## config.mk

```make
export PLATFORM = sky130hd
export DESIGN_NAME = hbq_ram
export DESIGN_NICKNAME = d
export VERILOG_FILES = /design/src/hbq_ram.sv
export SDC_FILE = /design/constraint.sdc
export NUM_CORES = 2
export LEC_CHECK = 0
export BUFFER_PORTS_ARGS = -buffer_cell sky130_fd_sc_hd__buf_2
export CORE_UTILIZATION = 55
export DETAILED_ROUTE_END_ITERATION = 10
export GPL_TIMING_DRIVEN = 0
export HOLD_SLACK_MARGIN = 0.05
export PLACE_DENSITY = 0.73
export SYNTH_ARGS = -nofsm -noshare
export SYNTH_HDL_FRONTEND = slang
export SYNTH_SLANG_ARGS = --single-unit
```

## constraint.sdc

```tcl
create_clock -name i_clk -period 3.8 [get_ports i_clk]
set_clock_uncertainty 0.05 [all_clocks]
set_input_delay 0.57 -clock i_clk [delete_from_list [all_inputs] [get_ports i_clk]]
set_output_delay 0.57 -clock i_clk [all_outputs]
set_load 0.005 [all_outputs]
```

## src/hbq_ram.sv

```systemverilog
// Generic single-write, single-read synchronous RAM with a registered read.
module hbq_ram #(
    parameter int WIDTH = 32,
    parameter int DEPTH = 128
) (
    input  logic                     i_clk,
    input  logic                     i_we,
    input  logic [$clog2(DEPTH)-1:0] i_waddr,
    input  logic [WIDTH-1:0]         i_wdata,
    input  logic                     i_re,
    input  logic [$clog2(DEPTH)-1:0] i_raddr,
    output logic [WIDTH-1:0]         o_rdata
);

    logic [WIDTH-1:0] r_mem [DEPTH];
    logic [WIDTH-1:0] r_rdata;

    always_ff @(posedge i_clk) begin
        if (i_we) begin
            r_mem[i_waddr] <= i_wdata;
        end
        if (i_re) begin
            r_rdata <= r_mem[i_raddr];
        end
    end

    assign o_rdata = r_rdata;

endmodule

```

After elaboration in Yosys (flattened, before gate mapping) --
Memories as Yosys holds them, arrays and structs flattened. A register that Yosys moved wholly into a read port is not among the register bits. Index checks and enable logic that the tools add are counted. Widths: inputs -> output; s select.
Storage, ports and cells: input bits 49, output and inout port bits 32, memory bits (writable) 4096, logic and storage cells 3, memories 1, register bits 0
Cells by class: mux-type cells 2
Memory list:
- r_mem | words 128, width 32, rd ports 1, clocked after Yosys merged registers in 1, write ports 1, RTL line 15 | logic [WIDTH-1:0] r_mem [DEPTH];
Operators by type and width (number):
- $mux 1 | 2

Logic depth before layout (Yosys ltp) --
word-level depth 2, depth in mapped cells 8

Worst setup path after synthesis --
No wires, ideal clock.
path type input port to flip-flop, from input i_we, to memory r_mem[98][0], enable pin, library setup time 0.461 ns, arrival 3.348 ns, cell stages on the path 3, buffers on the path 1, path slack -0.059 ns, cells stage by stage clkbuf_1 -> nand4_1 -> nor3_1
Between the ends: cells in the longest elaborated chain, start to end 2
Ends and longest elaborated chain:
- from (decl) | RTL line 7 | input logic i_we,
- $mux 1 | RTL line 19 | if (i_we) begin
- $mux 1 (implied by the code) | RTL line 20 | r_mem[i_waddr] <= i_wdata;
- to (decl) | RTL line 15
Every way passes these cells.

==> results.py <==
metrics = {
    "sta": {
        "fmax_ghz": 0.256,
        "drv_slew": 0,
        "tns_ns": -0.505,
        "fin_crit_sh_pct": 103,
        "final_hold_viol_count": 0,
        "fin_ws_ns": -0.108,
        "tightest_slew_ns": 1.42,
        "slew_headroom_pct": 5.27,
        "setup_violations": 13,
        "period_minus_slack_ns": 3.91,
    },
    "synthesis": {
        "synth_top_family_by_area": "multiplexers",
        "yosysUniqueCellTypes": 16,
        "yosys.area_share.simple_pct": 0.445,
        "synth_cells": 5990,
        "yosysSeqAreaShare_pct": 79.2,
        "ys_ff_latch": 4128,
        "syn_area_um2": 157000,
        "syn_avg_cell_area_um2": 26.1,
        "yosysTopAreaCellShare_pct": 79.2,
        "synth_fa_ha_area_share_pct": 0,
        "synth_area_leaders": "edfxtp_1 (79%), mux4_2 (19%), clkbuf_1 (0.44%)",
        "synth_mux_area_share_pct": 19.6,
        "yosysTopAreaCell": "edfxtp_1",
        "synthesis.nets": 6039,
        "yosys_warnings": 0,
        "synth_xor_area_share_pct": 0,
        "synth_compound_area_share_pct": 0,
    },
    "die": {
        "start_util_pct": 55.4,
        "core_area_um2": 283000,
        "die-width_um": 536,
        "die_height_um": 536,
        "num_rows": 195,
        "boundaryPins": 81,
        "die_area_um2": 287000,
    },
    "min_path": {
        "holdPathEnd": "r_mem[7][12]",
        "hp-start": "i_wdata[12]",
        "worstHoldPathType": "in2reg",
        "holdPathStages": 1,
    },
    "place": {
        "placed_cells": 9983,
        "hpwl_mm": 264,
        "numPortBuffers": 69,
        "gp_congestion": 1.04,
    },
    "power": {
        "p_per_area_nw_per_um2": 520,
        "p_int_uw": 73400,
        "p_leak_uw": 0.0549,
        "swShare_pct": 21.4,
        "combPwrFrac_pct": 5.6,
        "seqPwrFrac_pct": 54.0,
        "switchingPower_uw": 20000,
        "total_power_uw": 93300,
        "clkPwrFrac_pct": 40.4,
        "irDropWorstVdd_mv": 0.368,
    },
    "global_routing": {
        "antenna_found_initial": 63,
        "grt_pass1_vias": 73551,
        "grt_max_degree": 113,
        "grt_pass1_wl_mm": 573,
        "grt.total_usage_pct": 29.1,
        "grt-ovfl-total": 0,
    },
    "clock_tree": {
        "cts_setup_buffers": 0,
        "cts_tree": "done",
        "path_clk_slew_ns": 0.06,
        "cts_sinks": 4128,
        "clockRootBuffer": "clkbuf_16",
        "clock_latency_ns": 0.95,
        "ctsHtreeMaxLevel": 5,
        "clock_path_buffers": 4,
        "numCtsBuffers": 384,
    },
    "worst_setup_path": {
        "cp.buffers_inverters": 4,
        "max_stage_delay_ns": 0.67,
        "crit_chain": "clkbuf_1, clkbuf_2, buf_16, clkbuf_1, mux4_2, mux4_2, mux4_2, mux2_2",
        "path_delay_family": "multiplexers",
        "end_kind": "flop",
        "worst-path-max-fanout": 10,
        "start_kind": "input port",
        "rrSetupSlack_ns": 0.82,
        "cp.required_ns": 4.40,
        "r2r-start": "r_mem[101][15]",
        "crit_type": "in2reg",
        "arrival_ns": 4.51,
        "reg2reg_to": "o_rdata[15]",
        "critPathMostFrequentCell": "mux4_2",
        "slowest_stage": "clkbuf_1",
        "rr_worst_depth": 4,
    },
    "routing": {
        "drc": 0,
        "via_count": 73774,
        "dr.first_iter.drc_count": 11183,
        "drt_wl_total_mm": 415,
        "drt_pass1_iterations": 5,
        "via_per_inst": 6.85,
        "wl_per_cell_um": 38.5,
        "drtAntennaViolNets": 0,
    },
    "final_layout": {
        "area_growth_pct": 14.5,
        "final_cell_mix": "edfxtp_1 (4,128), mux4_2 (1,344), clkbuf_16 (392)",
        "stdcell_count": 10773,
        "drive_gt1_share_pct": 35.3,
        "final_nets": 6680,
        "layout_commonest_cell": "edfxtp_1",
    },
    "job": {
        "drv_cap": 0,
    },
    "run_status": {
        "violations": "negative setup slack",
        "outcome": "finished with violations",
    },
}
==> worst register-to-register path, delay by kind of cell, from the launching register on <==
family,cells,cell delay (ns)
mux,4,2.31
flops,1,0.40
==> metrics by stage <==
| step | instance area [µm²] | setup slack [ns] | utilization [%] | hold WS [ns] |
|---|---|---|---|---|
| CTS | 179000 | 0.00257 | 63.3 | 0.113 |
| floorplan | 157000 | -0.0586 | - | 0.619 |
| detailed placement | 167000 | -1.64 | 59.0 | 0.891 |
| finish | 179000 | -0.108 | 63.4 | 0.140 |
| global placement | 162000 | -3.44 | 57.2 | 0.921 |
| global route | 179000 | -0.0491 | 63.4 | 0.165 |
==> synthesized netlist by cell type, drive strengths merged <==
master / instances
edfxtp: 4128
mux4: 1344
clkbuf: 182
buf: 134
nor2: 122
mux2: 32
nand2: 14
nand3: 12
nor3: 9
nor2b: 7
nand4: 3
nand2b: 2
or3: 1
==> worst max-delay path by stage <==
stage	cells past startpoint	slack, ns	endpoint	start
after floorplan	3	-0.06	r_mem[98][0]	i_we
after global placement	4	-3.44	r_mem[102][15]	i_waddr[3]
after detailed placement	8	-1.64	o_rdata[24]	i_raddr[2]
after CTS	6	0.003	o_rdata[15]	i_raddr[1]
after global routing	6	-0.05	o_rdata[13]	i_raddr[1]
final	8	-0.11	o_rdata[24]	i_raddr[2]
==> registers in the layout (all words and copies together) (netlist names) <==
signal	count
r_mem	4096
o_rdata	32
==> kinds of logic after synthesis <==
family                 count (synthesis)
buffers and inverters                316
muxes                               1376
DFF                                 4128
and+or+nand+nor                      170
==> final cells by class <==
cell class | instances | area, µm²
diodes | 94 | 235
plain buffers | 316 | 1600
clock buffers | 470 | 10100
clock inverters | 221 | 1930
fillers | 17205 | 103000
multi-input cells | 1546 | 32300
flip-flops and latches | 4128 | 124000
well taps | 3743 | 4680
repair buffers | 255 | 4570
==> routing by layer <==
metal | GRT usage, % | part of all wire, % | vias to the layer above
li1 | - | - | 27819
met1 | 38.0 | 34 | 39562
met2 | 46.0 | 49 | 5536
met3 | 8.28 | 13 | 835
met4 | 13.0 | 4.6 | 22
met5 | 0.283 | 0.10 | -
==> power by group through the flow <==
stage / combinational, µW / clock [µW] / sequential (µW)
after floorplan: 2430 / 0 / 51300
after global placement: 4670 / 0 / 51400
after detailed placement: 5020 / 0 / 51300
after CTS: 5110 / 37900 / 50400
after global routing: 5350 / 39500 / 50400
final: 5240 / 37700 / 50400
==> timing repair <==
item / in CTS / in global routing
resized for setup: 89 / 37
endpoints found under the hold margin: 123 / 0
endpoints found under the setup margin: 32 / 29
hold buffers: 5 / 0
(Power assumes the default switching activity.)
